**src/hdl/ps2mc_pkg.sv**
```systemverilog
// Shared types, constants and register codes for the PS/2 mouse cursor block.
`timescale 1ns / 1ps

package ps2mc_pkg;

  // Cursor coordinate width inside the block
  localparam int COORD_BITS  = 12;
  // Fixed field widths
  localparam int BYTE_BITS   = 8;
  localparam int POS_BITS    = 12;
  localparam int SCREEN_BITS = 12;
  localparam int SIZE_BITS   = 8;
  localparam int DELTA_BITS  = 9;
  localparam int CFG_IDX_BITS  = 3;
  localparam int CFG_DATA_BITS = 12;

  // Working width of the signed add and clamp
  localparam int SUM_W = ((COORD_BITS > SCREEN_BITS) ? COORD_BITS : SCREEN_BITS) + 2;
  localparam int COORD_MAX_INT = (1 << COORD_BITS) - 1;
  localparam logic signed [SUM_W-1:0] COORD_MAX_S = SUM_W'(COORD_MAX_INT);

  // Header byte bit positions
  localparam int HDR_LEFT_BIT   = 0;
  localparam int HDR_RIGHT_BIT  = 1;
  localparam int HDR_MIDDLE_BIT = 2;
  localparam int HDR_SYNC_BIT   = 3;
  localparam int HDR_XSIGN_BIT  = 4;
  localparam int HDR_YSIGN_BIT  = 5;

  // Register reset values
  localparam logic [SCREEN_BITS-1:0] SCREEN_W_RST = SCREEN_BITS'(1024);
  localparam logic [SCREEN_BITS-1:0] SCREEN_H_RST = SCREEN_BITS'(768);
  localparam logic [SIZE_BITS-1:0]   CURSOR_W_RST = SIZE_BITS'(16);
  localparam logic [SIZE_BITS-1:0]   CURSOR_H_RST = SIZE_BITS'(16);
  localparam int START_X_RST = 512;
  localparam int START_Y_RST = 384;

  // Cursor position after reset, saturated to the coordinate range
  localparam logic [COORD_BITS-1:0] CUR_X_RST =
    COORD_BITS'((START_X_RST > COORD_MAX_INT) ? COORD_MAX_INT : START_X_RST);
  localparam logic [COORD_BITS-1:0] CUR_Y_RST =
    COORD_BITS'((START_Y_RST > COORD_MAX_INT) ? COORD_MAX_INT : START_Y_RST);

  // Register indexes
  typedef enum logic [CFG_IDX_BITS-1:0] {
    CFG_SCREEN_W = 3'd0,
    CFG_SCREEN_H = 3'd1,
    CFG_CURSOR_W = 3'd2,
    CFG_CURSOR_H = 3'd3,
    CFG_START_X  = 3'd4,
    CFG_START_Y  = 3'd5
  } cfg_idx_e;

  // Packet byte phase
  typedef enum logic [1:0] {
    PH_IDLE  = 2'd0,
    PH_XDATA = 2'd1,
    PH_YDATA = 2'd2
  } phase_e;

  // Live configuration seen by the datapath
  typedef struct packed {
    logic [SCREEN_BITS-1:0] screen_w;
    logic [SCREEN_BITS-1:0] screen_h;
    logic [SIZE_BITS-1:0]   cursor_w;
    logic [SIZE_BITS-1:0]   cursor_h;
  } cfg_t;

endpackage

```
**src/hdl/ps2mc_if.sv**
```systemverilog
// Stream interfaces for mouse bytes, cursor results and register writes.
`timescale 1ns / 1ps

interface ps2mc_byte_if import ps2mc_pkg::*; ();
  logic                 valid;
  logic                 ready;
  logic [BYTE_BITS-1:0] packet_byte;

  modport source (output valid, output packet_byte, input ready);
  modport sink   (input valid, input packet_byte, output ready);
endinterface

interface ps2mc_pos_if import ps2mc_pkg::*; ();
  logic                valid;
  logic                ready;
  logic [POS_BITS-1:0] pos_x;
  logic [POS_BITS-1:0] pos_y;
  logic                left_button;
  logic                middle_button;
  logic                right_button;

  modport source (output valid, output pos_x, output pos_y, output left_button,
                  output middle_button, output right_button, input ready);
  modport sink   (input valid, input pos_x, input pos_y, input left_button,
                  input middle_button, input right_button, output ready);
endinterface

interface ps2mc_cfg_if import ps2mc_pkg::*; ();
  logic                     valid;
  logic                     ready;
  logic [CFG_IDX_BITS-1:0]  index;
  logic [CFG_DATA_BITS-1:0] data;

  modport source (output valid, output index, output data, input ready);
  modport sink   (input valid, input index, input data, output ready);
endinterface

```
**src/hdl/ps2mc_cfg_regs.sv**
```systemverilog
// Configuration register file for screen and pointer sizes.
`timescale 1ns / 1ps

module ps2mc_cfg_regs import ps2mc_pkg::*; (
  input  logic           clk_i,
  input  logic           rst_ni,
  ps2mc_cfg_if.sink      cfg_i,
  output cfg_t           cfg_o
);

  logic [SCREEN_BITS-1:0] screen_w_q, screen_h_q;
  logic [SIZE_BITS-1:0]   cursor_w_q, cursor_h_q;
  logic                   wr;

  // Writes are always taken
  assign cfg_i.ready = 1'b1;
  assign wr          = cfg_i.valid & cfg_i.ready;

  // Register writes; the start position only acts through reset, which
  // restores its default, so start writes are decoded and dropped
  always_ff @(posedge clk_i or negedge rst_ni) begin
    if (!rst_ni) begin
      screen_w_q <= SCREEN_W_RST;
      screen_h_q <= SCREEN_H_RST;
      cursor_w_q <= CURSOR_W_RST;
      cursor_h_q <= CURSOR_H_RST;
    end else if (wr) begin
      case (cfg_idx_e'(cfg_i.index))
        CFG_SCREEN_W: screen_w_q <= cfg_i.data[SCREEN_BITS-1:0];
        CFG_SCREEN_H: screen_h_q <= cfg_i.data[SCREEN_BITS-1:0];
        CFG_CURSOR_W: cursor_w_q <= cfg_i.data[SIZE_BITS-1:0];
        CFG_CURSOR_H: cursor_h_q <= cfg_i.data[SIZE_BITS-1:0];
        CFG_START_X, CFG_START_Y: ;
        default: ;
      endcase
    end
  end

  assign cfg_o.screen_w = screen_w_q;
  assign cfg_o.screen_h = screen_h_q;
  assign cfg_o.cursor_w = cursor_w_q;
  assign cfg_o.cursor_h = cursor_h_q;

endmodule

```
**src/hdl/ps2mc_axis_step.sv**
```systemverilog
// One axis: apply a signed 9-bit delta and clamp to the visible range.
`timescale 1ns / 1ps

module ps2mc_axis_step import ps2mc_pkg::*; (
  input  logic [COORD_BITS-1:0]  cur_i,
  input  logic [DELTA_BITS-1:0]  delta_i,
  input  logic                   sub_i,
  input  logic [SCREEN_BITS-1:0] screen_i,
  input  logic [SIZE_BITS-1:0]   size_i,
  output logic [COORD_BITS-1:0]  pos_o
);

  logic signed [SUM_W-1:0] cur_ext, d_ext, sum, hi, lim_hi, lim_max, lim_lo;

  // Sign and zero extension to the working width
  assign cur_ext = signed'({{(SUM_W-COORD_BITS){1'b0}}, cur_i});
  assign d_ext   = signed'({{(SUM_W-DELTA_BITS){delta_i[DELTA_BITS-1]}}, delta_i});
  assign hi      = signed'({{(SUM_W-SCREEN_BITS){1'b0}}, screen_i})
                 - signed'({{(SUM_W-SIZE_BITS){1'b0}}, size_i});

  // Y moves the other way, screen rows grow downward
  assign sum = sub_i ? (cur_ext - d_ext) : (cur_ext + d_ext);

  // Upper bound first, then coordinate range, then zero; a pointer wider
  // than the screen leaves a negative bound and ends at zero
  always_comb begin
    lim_hi  = (sum >= hi) ? hi : sum;
    lim_max = (lim_hi > COORD_MAX_S) ? COORD_MAX_S : lim_hi;
    lim_lo  = (lim_max <= 0) ? '0 : lim_max;
  end

  assign pos_o = lim_lo[COORD_BITS-1:0];

endmodule

```
**src/hdl/ps2_mouse_packet_cursor.sv**
```systemverilog
// Flow: an accepted byte enters the input byte register, and a packet's third byte then loads the result.
// Throughput: one byte per cycle; the third byte of a packet waits only
// while the result register holds an untaken result.
// Stages: input byte register, then phase logic and add-and-clamp into the result register.
// Reset: asynchronous, active low; packet phase idle, cursor at the default
// start position, registers at their defaults, no result pending.
`timescale 1ns / 1ps

module ps2_mouse_packet_cursor import ps2mc_pkg::*; (
  input  logic         clk_i,
  input  logic         rst_ni,
  ps2mc_byte_if.sink   byte_i,
  ps2mc_pos_if.source  pos_o,
  ps2mc_cfg_if.sink    cfg_i
);

  cfg_t                  cfg;
  logic                  in_valid_q;
  logic [BYTE_BITS-1:0]  in_byte_q;
  phase_e                phase_q, phase_d;
  logic [BYTE_BITS-1:0]  header_q, xbyte_q;
  logic [COORD_BITS-1:0] cur_x_q, cur_y_q, new_x, new_y;
  logic                  out_valid_q;
  logic [POS_BITS-1:0]   pos_x_q, pos_y_q;
  logic                  left_q, middle_q, right_q;
  logic                  out_free, adv, hdr_load, x_load, res_load;
  logic [DELTA_BITS-1:0] dx, dy;

  ps2mc_cfg_regs u_cfg (
    .clk_i  (clk_i),
    .rst_ni (rst_ni),
    .cfg_i  (cfg_i),
    .cfg_o  (cfg)
  );

  // Handshake: the input stage moves on unless it holds a packet end and
  // the result register is still occupied
  assign out_free     = ~out_valid_q | pos_o.ready;
  assign adv          = in_valid_q & ((phase_q != PH_YDATA) | out_free);
  assign byte_i.ready = ~in_valid_q | adv;

  // Input byte register
  always_ff @(posedge clk_i or negedge rst_ni) begin
    if (!rst_ni) begin
      in_valid_q <= 1'b0;
    end else if (byte_i.valid && byte_i.ready) begin
      in_valid_q <= 1'b1;
    end else if (adv) begin
      in_valid_q <= 1'b0;
    end
  end

  always_ff @(posedge clk_i) begin
    if (byte_i.valid && byte_i.ready) begin
      in_byte_q <= byte_i.packet_byte;
    end
  end

  // Phase next state
  always_comb begin
    phase_d = phase_q;
    if (adv) begin
      case (phase_q)
        PH_XDATA: phase_d = PH_YDATA;
        PH_YDATA: phase_d = PH_IDLE;
        default:  phase_d = in_byte_q[HDR_SYNC_BIT] ? PH_XDATA : PH_IDLE;
      endcase
    end
  end

  // Phase outputs
  always_comb begin
    hdr_load = 1'b0;
    x_load   = 1'b0;
    res_load = 1'b0;
    case (phase_q)
      PH_XDATA: x_load   = adv;
      PH_YDATA: res_load = adv;
      default:  hdr_load = adv & in_byte_q[HDR_SYNC_BIT];
    endcase
  end

  always_ff @(posedge clk_i or negedge rst_ni) begin
    if (!rst_ni) begin
      phase_q <= PH_IDLE;
    end else begin
      phase_q <= phase_d;
    end
  end

  // Header and X data bytes; read only after a load
  always_ff @(posedge clk_i) begin
    if (hdr_load) header_q <= in_byte_q;
    if (x_load)   xbyte_q  <= in_byte_q;
  end

  // 9-bit deltas: header sign bit over the data byte
  assign dx = {header_q[HDR_XSIGN_BIT], xbyte_q};
  assign dy = {header_q[HDR_YSIGN_BIT], in_byte_q};

  ps2mc_axis_step u_x (
    .cur_i    (cur_x_q),
    .delta_i  (dx),
    .sub_i    (1'b0),
    .screen_i (cfg.screen_w),
    .size_i   (cfg.cursor_w),
    .pos_o    (new_x)
  );

  ps2mc_axis_step u_y (
    .cur_i    (cur_y_q),
    .delta_i  (dy),
    .sub_i    (1'b1),
    .screen_i (cfg.screen_h),
    .size_i   (cfg.cursor_h),
    .pos_o    (new_y)
  );

  // Cursor position
  always_ff @(posedge clk_i or negedge rst_ni) begin
    if (!rst_ni) begin
      cur_x_q <= CUR_X_RST;
      cur_y_q <= CUR_Y_RST;
    end else if (res_load) begin
      cur_x_q <= new_x;
      cur_y_q <= new_y;
    end
  end

  // Result register
  always_ff @(posedge clk_i or negedge rst_ni) begin
    if (!rst_ni) begin
      out_valid_q <= 1'b0;
    end else if (res_load) begin
      out_valid_q <= 1'b1;
    end else if (pos_o.ready) begin
      out_valid_q <= 1'b0;
    end
  end

  always_ff @(posedge clk_i) begin
    if (res_load) begin
      pos_x_q  <= POS_BITS'(new_x);
      pos_y_q  <= POS_BITS'(new_y);
      left_q   <= header_q[HDR_LEFT_BIT];
      middle_q <= header_q[HDR_MIDDLE_BIT];
      right_q  <= header_q[HDR_RIGHT_BIT];
    end
  end

  assign pos_o.valid         = out_valid_q;
  assign pos_o.pos_x         = pos_x_q;
  assign pos_o.pos_y         = pos_y_q;
  assign pos_o.left_button   = left_q;
  assign pos_o.middle_button = middle_q;
  assign pos_o.right_button  = right_q;

`ifndef SYNTHESIS
  // A pending result is never overwritten
  a_no_overwrite: assert property (@(posedge clk_i) disable iff (!rst_ni)
    (out_valid_q && !pos_o.ready) |-> !res_load)
    else $error("result register overwritten while pending");

  // A new result only follows the third byte of a packet
  a_rose_from_third: assert property (@(posedge clk_i) disable iff (!rst_ni)
    $rose(out_valid_q) |-> $past(adv && (phase_q == PH_YDATA)))
    else $error("result without a completed packet");

  // An idle byte without the sync bit is dropped
  a_drop_unsynced: assert property (@(posedge clk_i) disable iff (!rst_ni)
    (adv && (phase_q == PH_IDLE) && !in_byte_q[HDR_SYNC_BIT]) |=> (phase_q == PH_IDLE))
    else $error("unsynced byte started a packet");

  // The input stage only stalls behind a held result
  a_stall_cause: assert property (@(posedge clk_i) disable iff (!rst_ni)
    (in_valid_q && !adv) |-> (out_valid_q && !pos_o.ready && (phase_q == PH_YDATA)))
    else $error("input stage stalled without cause");
`endif

endmodule

```
**src/flat_wrapper.sv**
```systemverilog
// flat-port wrapper written by rule: the top's interface ports become plain ports
module ps2_mouse_packet_cursor_flat import ps2mc_pkg::*;
  (clk_i, rst_ni, byte_i_valid, byte_i_packet_byte, byte_i_ready, pos_o_valid, pos_o_pos_x, pos_o_pos_y, pos_o_left_button, pos_o_middle_button, pos_o_right_button, pos_o_ready, cfg_i_valid, cfg_i_index, cfg_i_data, cfg_i_ready);
  ps2mc_byte_if byte_i_i ();
  ps2mc_pos_if pos_o_i ();
  ps2mc_cfg_if cfg_i_i ();
  input  logic clk_i;
  input  logic rst_ni;
  input wire logic [$bits(byte_i_i.valid)-1:0] byte_i_valid;
  input wire logic [$bits(byte_i_i.packet_byte)-1:0] byte_i_packet_byte;
  output wire logic [$bits(byte_i_i.ready)-1:0] byte_i_ready;
  output wire logic [$bits(pos_o_i.valid)-1:0] pos_o_valid;
  output wire logic [$bits(pos_o_i.pos_x)-1:0] pos_o_pos_x;
  output wire logic [$bits(pos_o_i.pos_y)-1:0] pos_o_pos_y;
  output wire logic [$bits(pos_o_i.left_button)-1:0] pos_o_left_button;
  output wire logic [$bits(pos_o_i.middle_button)-1:0] pos_o_middle_button;
  output wire logic [$bits(pos_o_i.right_button)-1:0] pos_o_right_button;
  input wire logic [$bits(pos_o_i.ready)-1:0] pos_o_ready;
  input wire logic [$bits(cfg_i_i.valid)-1:0] cfg_i_valid;
  input wire logic [$bits(cfg_i_i.index)-1:0] cfg_i_index;
  input wire logic [$bits(cfg_i_i.data)-1:0] cfg_i_data;
  output wire logic [$bits(cfg_i_i.ready)-1:0] cfg_i_ready;
  assign byte_i_i.valid = byte_i_valid;
  assign byte_i_i.packet_byte = byte_i_packet_byte;
  assign byte_i_ready = byte_i_i.ready;
  assign pos_o_valid = pos_o_i.valid;
  assign pos_o_pos_x = pos_o_i.pos_x;
  assign pos_o_pos_y = pos_o_i.pos_y;
  assign pos_o_left_button = pos_o_i.left_button;
  assign pos_o_middle_button = pos_o_i.middle_button;
  assign pos_o_right_button = pos_o_i.right_button;
  assign pos_o_i.ready = pos_o_ready;
  assign cfg_i_i.valid = cfg_i_valid;
  assign cfg_i_i.index = cfg_i_index;
  assign cfg_i_i.data = cfg_i_data;
  assign cfg_i_ready = cfg_i_i.ready;
  ps2_mouse_packet_cursor u_core (.clk_i(clk_i), .rst_ni(rst_ni), .byte_i(byte_i_i), .pos_o(pos_o_i), .cfg_i(cfg_i_i));
endmodule
```
**config.mk**
```make
export PLATFORM = sky130hd
export DESIGN_NAME = ps2_mouse_packet_cursor_flat
export DESIGN_NICKNAME = d
export VERILOG_FILES = /design/src/hdl/ps2mc_pkg.sv /design/src/hdl/ps2mc_if.sv /design/src/hdl/ps2mc_cfg_regs.sv /design/src/hdl/ps2mc_axis_step.sv /design/src/hdl/ps2_mouse_packet_cursor.sv /design/src/flat_wrapper.sv
export SDC_FILE = /design/constraint.sdc
export NUM_CORES = 1
export LEC_CHECK = 0
export BUFFER_PORTS_ARGS = -buffer_cell sky130_fd_sc_hd__buf_4
export CORE_ASPECT_RATIO = 1.25
export CORE_MARGIN = 10
export CORE_UTILIZATION = 45
export CTS_CLUSTER_DIAMETER = 60
export DETAILED_ROUTE_END_ITERATION = 10
export PLACE_DENSITY = 0.62
export SLEW_MARGIN = 20
export SYNTH_ARGS = -nofsm -noshare
export SYNTH_HDL_FRONTEND = slang
export SYNTH_SLANG_ARGS = --single-unit
```
**constraint.sdc**
```tcl
create_clock -name clk_i -period 7 [get_ports clk_i]
set_input_delay 1.05 -clock clk_i [delete_from_list [all_inputs] [get_ports clk_i]]
set_output_delay 1.05 -clock clk_i [all_outputs]
set_load 0.005 [all_outputs]
```
## After elaboration in Yosys (flattened, before gate mapping)

Index checks and enable logic that the tools add are counted.

- Register bits: 117
- Logic and storage cells: 64
- Output and inout bits: 30
- Bits of input ports: 28

- Equality and inequality tests: 6
- Reductions and logical operators: 9
- Multiplexer cells: 15
- Order comparisons: 6
- Add/subtract/negate cells: 4
- Bitwise logic cells: 7

Operator list:

| operator | count |
|---|---|
| $mux 14 | 4 |
| $ge 14x14->1 | 2 |
| $gt 14x13->1 const B | 2 |
| $le 14x1->1 const B | 2 |
| $sub 12x8->13 | 2 |
| $mux 12 | 2 |
| $add 13x9->14 | 1 |
| $sub 13x9->14 | 1 |
| $mux 1 | 8 |
| $reduce_and 2->1 | 4 |
| $eq 3x2->1 const B | 2 |
| $pmux 2 s2 | 1 |
| $reduce_bool 2->1 | 2 |
| $eq 3x1->1 const B | 1 |
| $logic_not 3->1 | 1 |
| $or 1x1->1 | 3 |
| $and 1x1->1 | 2 |
| $eq 2x1->1 const B | 1 |
| $eq 2x2->1 const B | 1 |
| $ne 2x2->1 const B | 1 |
| $not 1->1 | 2 |
| $reduce_or 2->1 | 1 |
| $logic_and 1x1->1 | 1 |

## Depth between registers and ports, before layout

Gate-level depths: netlist of run 1.

- Depth after elaboration: 7
- Gate-level depth with buffers: 20

## Hierarchy

A second synthesis of run 1 with hierarchy kept.

- Cell total of the unflattened synthesis: 715
- Area total of the unflattened synthesis: 7948.9 µm²

By module, submodules not included:

| module | cells an instance | area an instance (µm²) | seq. area each (µm²) | times used |
|---|---|---|---|---|
| ps2_mouse_packet_cursor | 124 | 2683.8 | 2145.8 | 1 |
| ps2mc_axis_step at u_core.u_y | 260 | 1870.5 | 0.0 | 1 |
| ps2mc_axis_step at u_core.u_x | 242 | 1824.2 | 0.0 | 1 |
| ps2mc_cfg_regs | 89 | 1570.3 | 1007.2 | 1 |

## Worst setup path before layout of run 1

Ideal clock, no wire load.

- Path type: register -> register
- Start point: register u_core.cur_y_q[0]
- End point: register u_core.pos_y_q[8] (netlist: u_core.pos_o.pos_y[8]), data pin
- Required time: 6737 ps
- Library setup time: 263 ps
- Cell stages (with the launch flop): 21
- Setup slack: 2844 ps
- Data arrival time: 3893 ps
- Clock period less this slack: 4156 ps
- Path through: dfrtp_1 inv_1 ha_1 inv_1 fa_1 a21o_1 a221o_1 o221a_1 a31o_1 nor2_1 xnor2_1 ha_1 nand2_1 o21a_1 or3_1 buf_2 and2_1 buf_2 o21ai_1 buf_2 nor3_1

- Word-level cells in the longest chain between the ends: 7

Ends and longest elaborated chain:

| item | RTL line | RTL |
|---|---|---|
| start, declared | ps2_mouse_packet_cursor.sv:22 | `logic [COORD_BITS-1:0] cur_x_q, cur_y_q, new_x, new_y;` |
| start signal, assigned | ps2_mouse_packet_cursor.sv:126 | `cur_y_q <= new_y;` |
| $sub 13x9->14 (*) | ps2mc_axis_step.sv:22 | `assign sum = sub_i ? (cur_ext - d_ext) : (cur_ext + d_ext);` |
| $ge 14x14->1 | ps2mc_axis_step.sv:27 | `lim_hi = (sum >= hi) ? hi : sum;` |
| $mux 14 (*) | ps2mc_axis_step.sv:27 |  |
| $gt 14x13->1 | ps2mc_axis_step.sv:28 | `lim_max = (lim_hi > COORD_MAX_S) ? COORD_MAX_S : lim_hi;` |
| $mux 14 (*) | ps2mc_axis_step.sv:28 |  |
| $le 14x1->1 | ps2mc_axis_step.sv:29 | `lim_lo = (lim_max <= 0) ? '0 : lim_max;` |
| $mux 12 (*) | ps2mc_axis_step.sv:29 |  |
| net u_core.new_y[8] | ps2_mouse_packet_cursor.sv:22 |  |
| end signal, assigned | ps2_mouse_packet_cursor.sv:144 | `pos_y_q <= POS_BITS'(new_y);` |
| end, declared | ps2_mouse_packet_cursor.sv:24 | `logic [POS_BITS-1:0] pos_x_q, pos_y_q;` |

The timed path passes the listed nets; every way through them passes the cells marked *.
A chain may end at the register's enable or synchronous reset.

## Worst setup path after layout of run 1

- Start point: register u_core.cur_x_q[0]
- End point: register u_core.pos_x_q[1] (netlist: u_core.pos_o.pos_x[1]), data pin

- Word-level cells in the longest chain between the ends: 7

Ends and longest elaborated chain:

| item | RTL line | RTL |
|---|---|---|
| start, declared | ps2_mouse_packet_cursor.sv:22 |  |
| start signal, assigned | ps2_mouse_packet_cursor.sv:125 | `cur_x_q <= new_x;` |
| $add 13x9->14 (*) | ps2mc_axis_step.sv:22 |  |
| $ge 14x14->1 | ps2mc_axis_step.sv:27 |  |
| $mux 14 (*) | ps2mc_axis_step.sv:27 |  |
| $gt 14x13->1 | ps2mc_axis_step.sv:28 |  |
| $mux 14 (*) | ps2mc_axis_step.sv:28 |  |
| $le 14x1->1 | ps2mc_axis_step.sv:29 |  |
| $mux 12 (*) | ps2mc_axis_step.sv:29 |  |
| net u_core.new_x[1] | ps2_mouse_packet_cursor.sv:22 |  |
| end signal, assigned | ps2_mouse_packet_cursor.sv:143 | `pos_x_q <= POS_BITS'(new_x);` |
| end, declared | ps2_mouse_packet_cursor.sv:24 |  |

Marks and branches as above.

==> out/metrics.csv, run 1 <==
stage,metric,value,unit
sta,relSlewSlack,25.7,%
power,power_density,500,nW/µm²
die,placeableCoreArea,16800,µm²
synthesis,synthesis.area_per_instance,9.99,µm²
synthesis,synth-seq-area-share,41.1,%
die,i_o_pins,58,
sta,tns,0,ps
worst_setup_path,worstSetupPathType,register to register,
grt,global_route.overflow_total,0,
clock_network,clk-insertion-delay-late,420,ps
sta,hold_viol_final,0,
grt,grtUsageTotal,17.8,%
job,maxCapViolCount,0,
synthesis,ys.flop_type,dfrtp_1,
synthesis,synth-edff-count,48,
clock_network,cts_resized,0,
detailed_routing,drt_iter0_drc,436,
synthesis,synth.cell_area,7670,µm²
final_layout,antenna_cells_inserted,0,
synthesis,synthArstFlopShare,58.6,%
sta,finalWorstSetupSlack,1930,ps
power,power.leakage,3.89,nW
grt,grt_start_max_net_pins,69,
synthesis,synthCells,768,
worst_setup_path,worst_path_arrival,5200,ps
outcome,status,completed,
grt,antenna_found_initial,0,
detailed_routing,detail_route.drc_violations,0,
clock_network,clk_path_buf_depth,2,
detailed_routing,final_antenna_net_count,0,
sta,achievable-frequency,197,MHz
sta,timing.clock.skew,9.63,ps
die,die_area,22700,µm²
synthesis,yosysWarningCount,0,
clock_network,clk_transition_reported_paths,60,ps
clock_network,clkSinkCount,116,
die,fp-row-count,53,
sta,worst_slew_pin_slew,1110,ps
place,io_buffers,56,
sta,finalSetupViolCount,0,
sta,report.final.slew_viol_count,0,
worst_setup_path,setup.worst_path.start_class,register,
synthesis,synth_seq_cells,116,
sta,finalWorstPathRequiredPeriod,5070,ps
grt,via_count_of_the_first_global_routing_pass,6423,
power,irDropWorstVdd,0.000246,V
clock_network,htree_num_levels,4,
detailed_routing,final_wirelength,19.7,mm
clock_network,tritoncts_clock_tree,built,
min_path,timing.hold.worst.class,register to register,
final_layout,area_delta_synth_final,15.8,%
synthesis,syn-num-nets,872,
clock_network,cts-root-buf,clkbuf_16,
clock_network,total_clock_buffers_created_by_cts,17,
synthesis,yosysUniqueCellTypes,76,
die,die_width,137,µm
place,dp.final_hpwl,15.0,mm
sta,grt_setup_unrepaired,no,
detailed_routing,wl_per_cell,18.6,µm
clock_network,postCtsSetupBuffers,0,
sta,fin_crit_sh,72.5,%
worst_setup_path,cp-end-kind,register,
clock_network,cts_hold_buffers,0,
place,place_congestion,0.915,
worst_setup_path,cp_max_fo,15,
place,detailedPlace.worstSlack,1640,ps
detailed_routing,route.detailed.vias_per_inst,5.73,
die,start_util,45.7,%
grt,grt_pass1_wl,32.3,mm
final_layout,num-nets-final,929,
die,die_height,166,µm
detailed_routing,route.vias.total,6063,
detailed_routing,drtPass1Iterations,7,
final_layout,fraction_of_layout_cells_with_a_size_suffix_above_1,19.0,%
worst_setup_path,cp.required,7130,ps
-- per-stage QoR --
step / power [mW] / area [µm²] / utilization (%) / hold slack [ps] / cells
global placement: 3.48 / 8280 / 49.4 / 402 / 1026
global route: 4.83 / 8890 / 53.0 / 431 / 1058
detailed placement: 3.55 / 8280 / 49.4 / 413 / 1026
floorplan: 2.93 / 7670 / - / 400 / 768
finish: 4.44 / 8890 / 53.0 / 419 / 1058
CTS: 4.44 / 8880 / 52.9 / 420 / 1058
-- sequential cells by signal, indices dropped and copies added (netlist names), 2 cells and up --
| register | flops |
|---|---|
| u_core.cur_y_q | 12 |
| u_core.pos_o.pos_y | 12 |
| u_core.in_byte_q | 8 |
| u_core.u_cfg.cursor_w_q | 8 |
| u_core.u_cfg.cursor_h_q | 8 |
| u_core.xbyte_q | 8 |
| u_core.u_cfg.screen_h_q | 12 |
| u_core.cur_x_q | 12 |
| u_core.pos_o.pos_x | 12 |
| u_core.phase_q | 2 |
| u_core.header_q | 5 |
| u_core.u_cfg.screen_w_q | 12 |
-- report_power, final --
part	total (mW)	switching, mW	internal, mW
logic	2.51	1.53	0.979
clock network	0.869	0.321	0.547
registers	1.06	0.103	0.956
total	4.44	1.96	2.48
-- worst paths after layout --
kind,startpoint,end,slack [ps],cells after the start
max in group asynchronous,rst_ni,u_core.cur_x_q[4]$_DFFE_PN0P_,5610,1
min in group asynchronous,rst_ni,u_core.u_cfg.cursor_w_q[7]$_DFFE_PN0P_,770,1
max,u_core.cur_x_q[0]$_DFFE_PN0P_,u_core.pos_o.pos_x[1]$_DFFE_PP_,1930,17
min,u_core.header_q[1]$_DFFE_PP_,u_core.pos_o.right_button$_DFFE_PP_,420,0
max reg2reg,u_core.cur_x_q[0]$_DFFE_PN0P_,u_core.pos_o.pos_x[1]$_DFFE_PP_,1930,17
min reg2reg,u_core.header_q[1]$_DFFE_PP_,u_core.pos_o.right_button$_DFFE_PP_,420,0
-- area by class of cell --
type                    instances  area [µm²]
clock buffers                  21         503
clock inverters                11        95.1
fillers                      1472        7890
inverters                      69         259
multi-input cells             562        4160
flip-flops and latches        116        3150
well taps                     220         275
repair buffers                 59         443
-- worst max-delay path, cell delays in order, from the launching register on --
cell	delay, ps
dfrtp_1	360
ha_1	200
inv_1	60
fa_1	400
nor2b_1	170
o31a_1	280
o2111ai_1	180
a21boi_0	290
mux2i_1	110
nor2_1	230
inv_1	70
ha_1	310
and4_1	190
a221oi_1	320
nand4b_1	240
and2_0	460
a21oi_2	700
a22oi_1	210
-- synth_stat cells (12+ instances only) --
cell type	number	area [µm²]
nand3_1	17	85.1
clkbuf_1	13	48.8
nand2_1	52	195
edfxtp_1	48	1440
nor2_1	61	229
o21ai_0	30	150
xnor2_1	22	193
a21oi_1	41	205
inv_1	67	251
nor3_1	22	110
nand2b_1	12	75.1
dfrtp_1	60	1500
ha_1	72	901
mux2_2	31	349
-- per-layer routing --
layer  GRT usage, %  wire (µm)
met1           19.5       7800
met2           31.5      10300
met3           3.42        678
met4           9.32        913
met5              0          0
-- kinds of logic after synthesis --
kind of cell,count (synthesis),share of synthesized area [%]
simple gates,231,15.1
compound gates,187,17.5
flops,116,41.1
buf+inv,90,4.81
fa+ha+maj,76,12.8
mux,34,4.94
xor+xnor,33,3.77
other cells,1,0.0489
-- cell usage in the layout, fill, tap and decap left out, types with 7 or more instances in the layout --
cell | synthesis | layout
xnor2_1 | 22 | 22
inv_1 | 67 | 67
and2_1 | 7 | 7
dfrtp_1 | 60 | 60
mux2_2 | 31 | 31
o21a_1 | 8 | 8
o21ai_1 | 8 | 7
nand4_1 | 9 | 9
a2bb2oi_1 | 7 | 7
nor4_1 | 8 | 8
nand3_1 | 17 | 17
clkbuf_16 | 0 | 19
a21o_1 | 8 | 8
o21ai_0 | 30 | 30
nor3_1 | 22 | 22
ha_1 | 72 | 72
a21oi_1 | 41 | 40
nand2b_1 | 12 | 12
nor2b_1 | 8 | 8
nand2_1 | 52 | 52
a211oi_1 | 10 | 10
xor2_1 | 11 | 11
buf_4 | 1 | 59
or2_2 | 10 | 10
nor2_1 | 61 | 61
edfxtp_1 | 48 | 48
o31a_1 | 7 | 7
dfstp_2 | 8 | 8
Power figures use the tool's default switching activity.
==> run 2, diff against run 1 <==
--- a/config.mk
+++ b/config.mk
@@ -11,7 +11,7 @@
 export CORE_UTILIZATION = 45
 export CTS_CLUSTER_DIAMETER = 60
 export DETAILED_ROUTE_END_ITERATION = 10
-export PLACE_DENSITY = 0.62
+export PLACE_DENSITY = 0.64
 export SLEW_MARGIN = 20
 export SYNTH_ARGS = -nofsm -noshare
 export SYNTH_HDL_FRONTEND = slang
==> constraint.sdc (replaced) <==
create_clock -name clk_i -period 4.1 [get_ports clk_i]
set_input_delay 0.615 -clock clk_i [delete_from_list [all_inputs] [get_ports clk_i]]
set_output_delay 0.615 -clock clk_i [all_outputs]
set_load 0.005 [all_outputs]
==> out/metrics.csv, run 2 (synthesis results as in run 1) <==
stage,metric,value,unit,change
clock_network,htree_num_levels,4,,unchanged
min_path,timing.hold.worst.class,input pin to async pin,,
clock_network,tritoncts_clock_tree,built,,
place,detailedPlace.worstSlack,-256,ps,-1890 ps
power,internal_power,5.06,mW,+100%
grt,via_count_of_the_first_global_routing_pass,6748,,+5.1%
sta,report.final.slew_viol_count,0,,unchanged
grt,antenna_found_initial,0,,unchanged
worst_setup_path,cp-end-kind,register,,
place,place_congestion,0.938,,+2.5%
final_layout,num-nets-final,1003,,+8.0%
sta,hold_viol_final,0,,unchanged
die,die_area,22700,µm²,unchanged
power,combPwrFrac,64.9,%,+8.3 points
sta,tns,-836,ps,-836 ps
sta,relSlewSlack,29.2,%,+3.6 points
sta,finalWorstPathRequiredPeriod,4230,ps,-838 ps
die,i_o_pins,58,,unchanged
sta,finalWorstSetupSlack,-134,ps,-2060 ps
final_layout,fraction_of_layout_cells_with_a_size_suffix_above_1,32.2,%,+13 points
worst_setup_path,critical_path.slowest_cell,edfxtp_1,,
power,swShare,44.2,%,+0.15 points
sta,finalSetupViolCount,11,,+11
worst_setup_path,worst_path_dominant_cell_family,compound AO/OA/AOI/OAI gates,,
detailed_routing,drtPass1Iterations,7,,unchanged
sta,grt_setup_unrepaired,yes,,
sta,achievable-frequency,236,MHz,+20%
place,dp.cells,1083,,+5.6%
grt,grtUsageTotal,18.7,%,+0.91 points
power,power.leakage,4.32,nW,+11%
power,p_clk_share,15.0,%,-4.6 points
detailed_routing,final_antenna_net_count,0,,unchanged
clock_network,clkSinkCount,116,,unchanged
final_layout,antenna_cells_inserted,0,,unchanged
final_layout,final_cell_count_no_fill,1132,,+7.0%
clock_network,total_clock_buffers_created_by_cts,17,,unchanged
detailed_routing,detail_route.drc_violations,0,,unchanged
detailed_routing,route.detailed.vias_per_inst,5.78,,+0.82%
clock_network,clk_path_buf_depth,2,,unchanged
final_layout,area_delta_synth_final,29.6,%,
worst_setup_path,cp.buffers_inverters,3,,+1
die,die_height,166,µm,unchanged
clock_network,clk-insertion-delay-late,420,ps,about the same
power,power.sequential.fraction,20.0,%,-3.8 points
final_layout,num-fill-cells,1424,,-3.3%
power,power_density,913,nW/µm²,+83%
sta,timing.clock.skew,10.8,ps,+1.21 ps
grt,global_route.overflow_total,0,,unchanged
outcome,violations_in_the_final_reports,negative setup slack,,
worst_setup_path,cp.required,4260,ps,-2870 ps
die,fp-row-count,53,,unchanged
grt,grt_pass1_wl,33.6,mm,+4.2%
place,dp.final_hpwl,15.9,mm,+5.7%
clock_network,clk_transition_reported_paths,60,ps,about the same
job,maxCapViolCount,0,,unchanged
clock_network,cts-root-buf,clkbuf_16,,
detailed_routing,drt_iter0_drc,473,,+8.5%
power,total_switching_power,4.02,mW,+110%
worst_setup_path,cp_max_fo,7,,-8
die,die_width,137,µm,unchanged
worst_setup_path,worstPathCellList,ha_2 -> inv_2 -> fa_2 -> a21o_1 -> a221o_1 -> o221a_1 -> a31o_1 -> nor2_2 -> xnor2_2 -> ha_1 -> nand4_1 -> buf_4 -> nor2_4 -> o31ai_4 -> nand4_1 -> buf_4 -> a32o_4 -> o32ai_4 -> nor2_2,,
worst_setup_path,worstSetupPathType,register to register,,
die,start_util,45.7,%,unchanged
sta,worst_hold_slack,321,ps,-98.1 ps
grt,grt_start_max_net_pins,69,,unchanged
detailed_routing,wl_per_cell,18.9,µm,+1.5%
detailed_routing,final_wirelength,21.4,mm,+8.6%
sta,worst_slew_pin_slew,1060,ps,-53.5 ps
sta,fin_crit_sh,103,%,+31 points
worst_setup_path,critical-path-max-stage-delay,400,ps,-300 ps
outcome,status,finished with violations,,
power,irDropWorstVdd,0.000675,V,+170%
final_layout,final_common_cell,buf_4,,
worst_setup_path,setup.worst_path.start_class,register,,
final_layout,most-common-layout-cells,"buf_4, ha_1, inv_1, dfrtp_1, nor2_1",,
worst_setup_path,worst_path_arrival,4390,ps,-810 ps
die,placeableCoreArea,16800,µm²,unchanged
place,io_buffers,56,,unchanged
detailed_routing,route.vias.total,6540,,+7.9%
-- run 2: stage by stage --
| step | instance area, µm² | util [%] | total power [mW] |
|---|---|---|---|
| 2_1_floorplan | 7680 | - | 5.01 |
| 3_3_place_gp | 8730 | 52.0 | 6.48 |
| 3_5_place_dp | 8730 | 52.0 | 6.61 |
| 4_1_cts | 9530 | 56.8 | 8.45 |
| 5_1_grt | 9950 | 59.3 | 9.69 |
| 6_report | 9950 | 59.3 | 9.08 |
-- run 2: final timing paths --
kind                                               start                                     end  slack [ps]  cells after the start
setup / recovery           u_core.in_byte_q[0]$_DFFE_PP_         u_core.pos_o.pos_y[0]$_DFFE_PP_        -130                     19
hold reg to reg             u_core.header_q[2]$_DFFE_PP_    u_core.pos_o.middle_button$_DFFE_PP_         430                      0
setup reg to reg           u_core.in_byte_q[0]$_DFFE_PP_         u_core.pos_o.pos_y[0]$_DFFE_PP_        -130                     19
max in group asynchronous                         rst_ni          u_core.cur_x_q[11]$_DFFE_PN0P_        3170                      1
min in group clk_i                 byte_i_packet_byte[2]           u_core.in_byte_q[2]$_DFFE_PP_         370                      1
hold / removal                                    rst_ni  u_core.u_cfg.cursor_w_q[6]$_DFFE_PN0P_         320                      1
-- run 2: metal layers --
metal	part of all wire, %	GRT usage (%)
met1	38	19.6
met2	53	33.5
met3	3.3	3.93
met4	5.2	10.6
met5	0	0
-- run 2: what timing repair did --
item	4_1_cts	5_1_grt
pin swaps	20	30
setup buffers	5	10
endpoints found under the setup margin	40	48
cloned	2	0
resized for setup	38	62
hold buffers	0	0
-- run 2: power groups by stage --
stage               clock (mW)  sequential (mW)  combinational (mW)
global route              1.43             1.85                6.41
CTS                       1.39             1.81                5.25
finish                    1.37             1.82                5.89
detailed placement           0             1.83                4.78
global placement             0             1.82                4.66
floorplan                    0             1.77                3.24
-- run 2: layout make-up --
type,instances,area (µm²),area share (%)
Clock buffer,18,429,4.32
Clock inverter,14,114,1.14
Inverter,69,259,2.60
Multi-Input combinational cell,564,4690,47.2
Sequential cell,116,3150,31.7
Tap cell,220,275,2.77
Timing Repair Buffer,131,1020,10.3
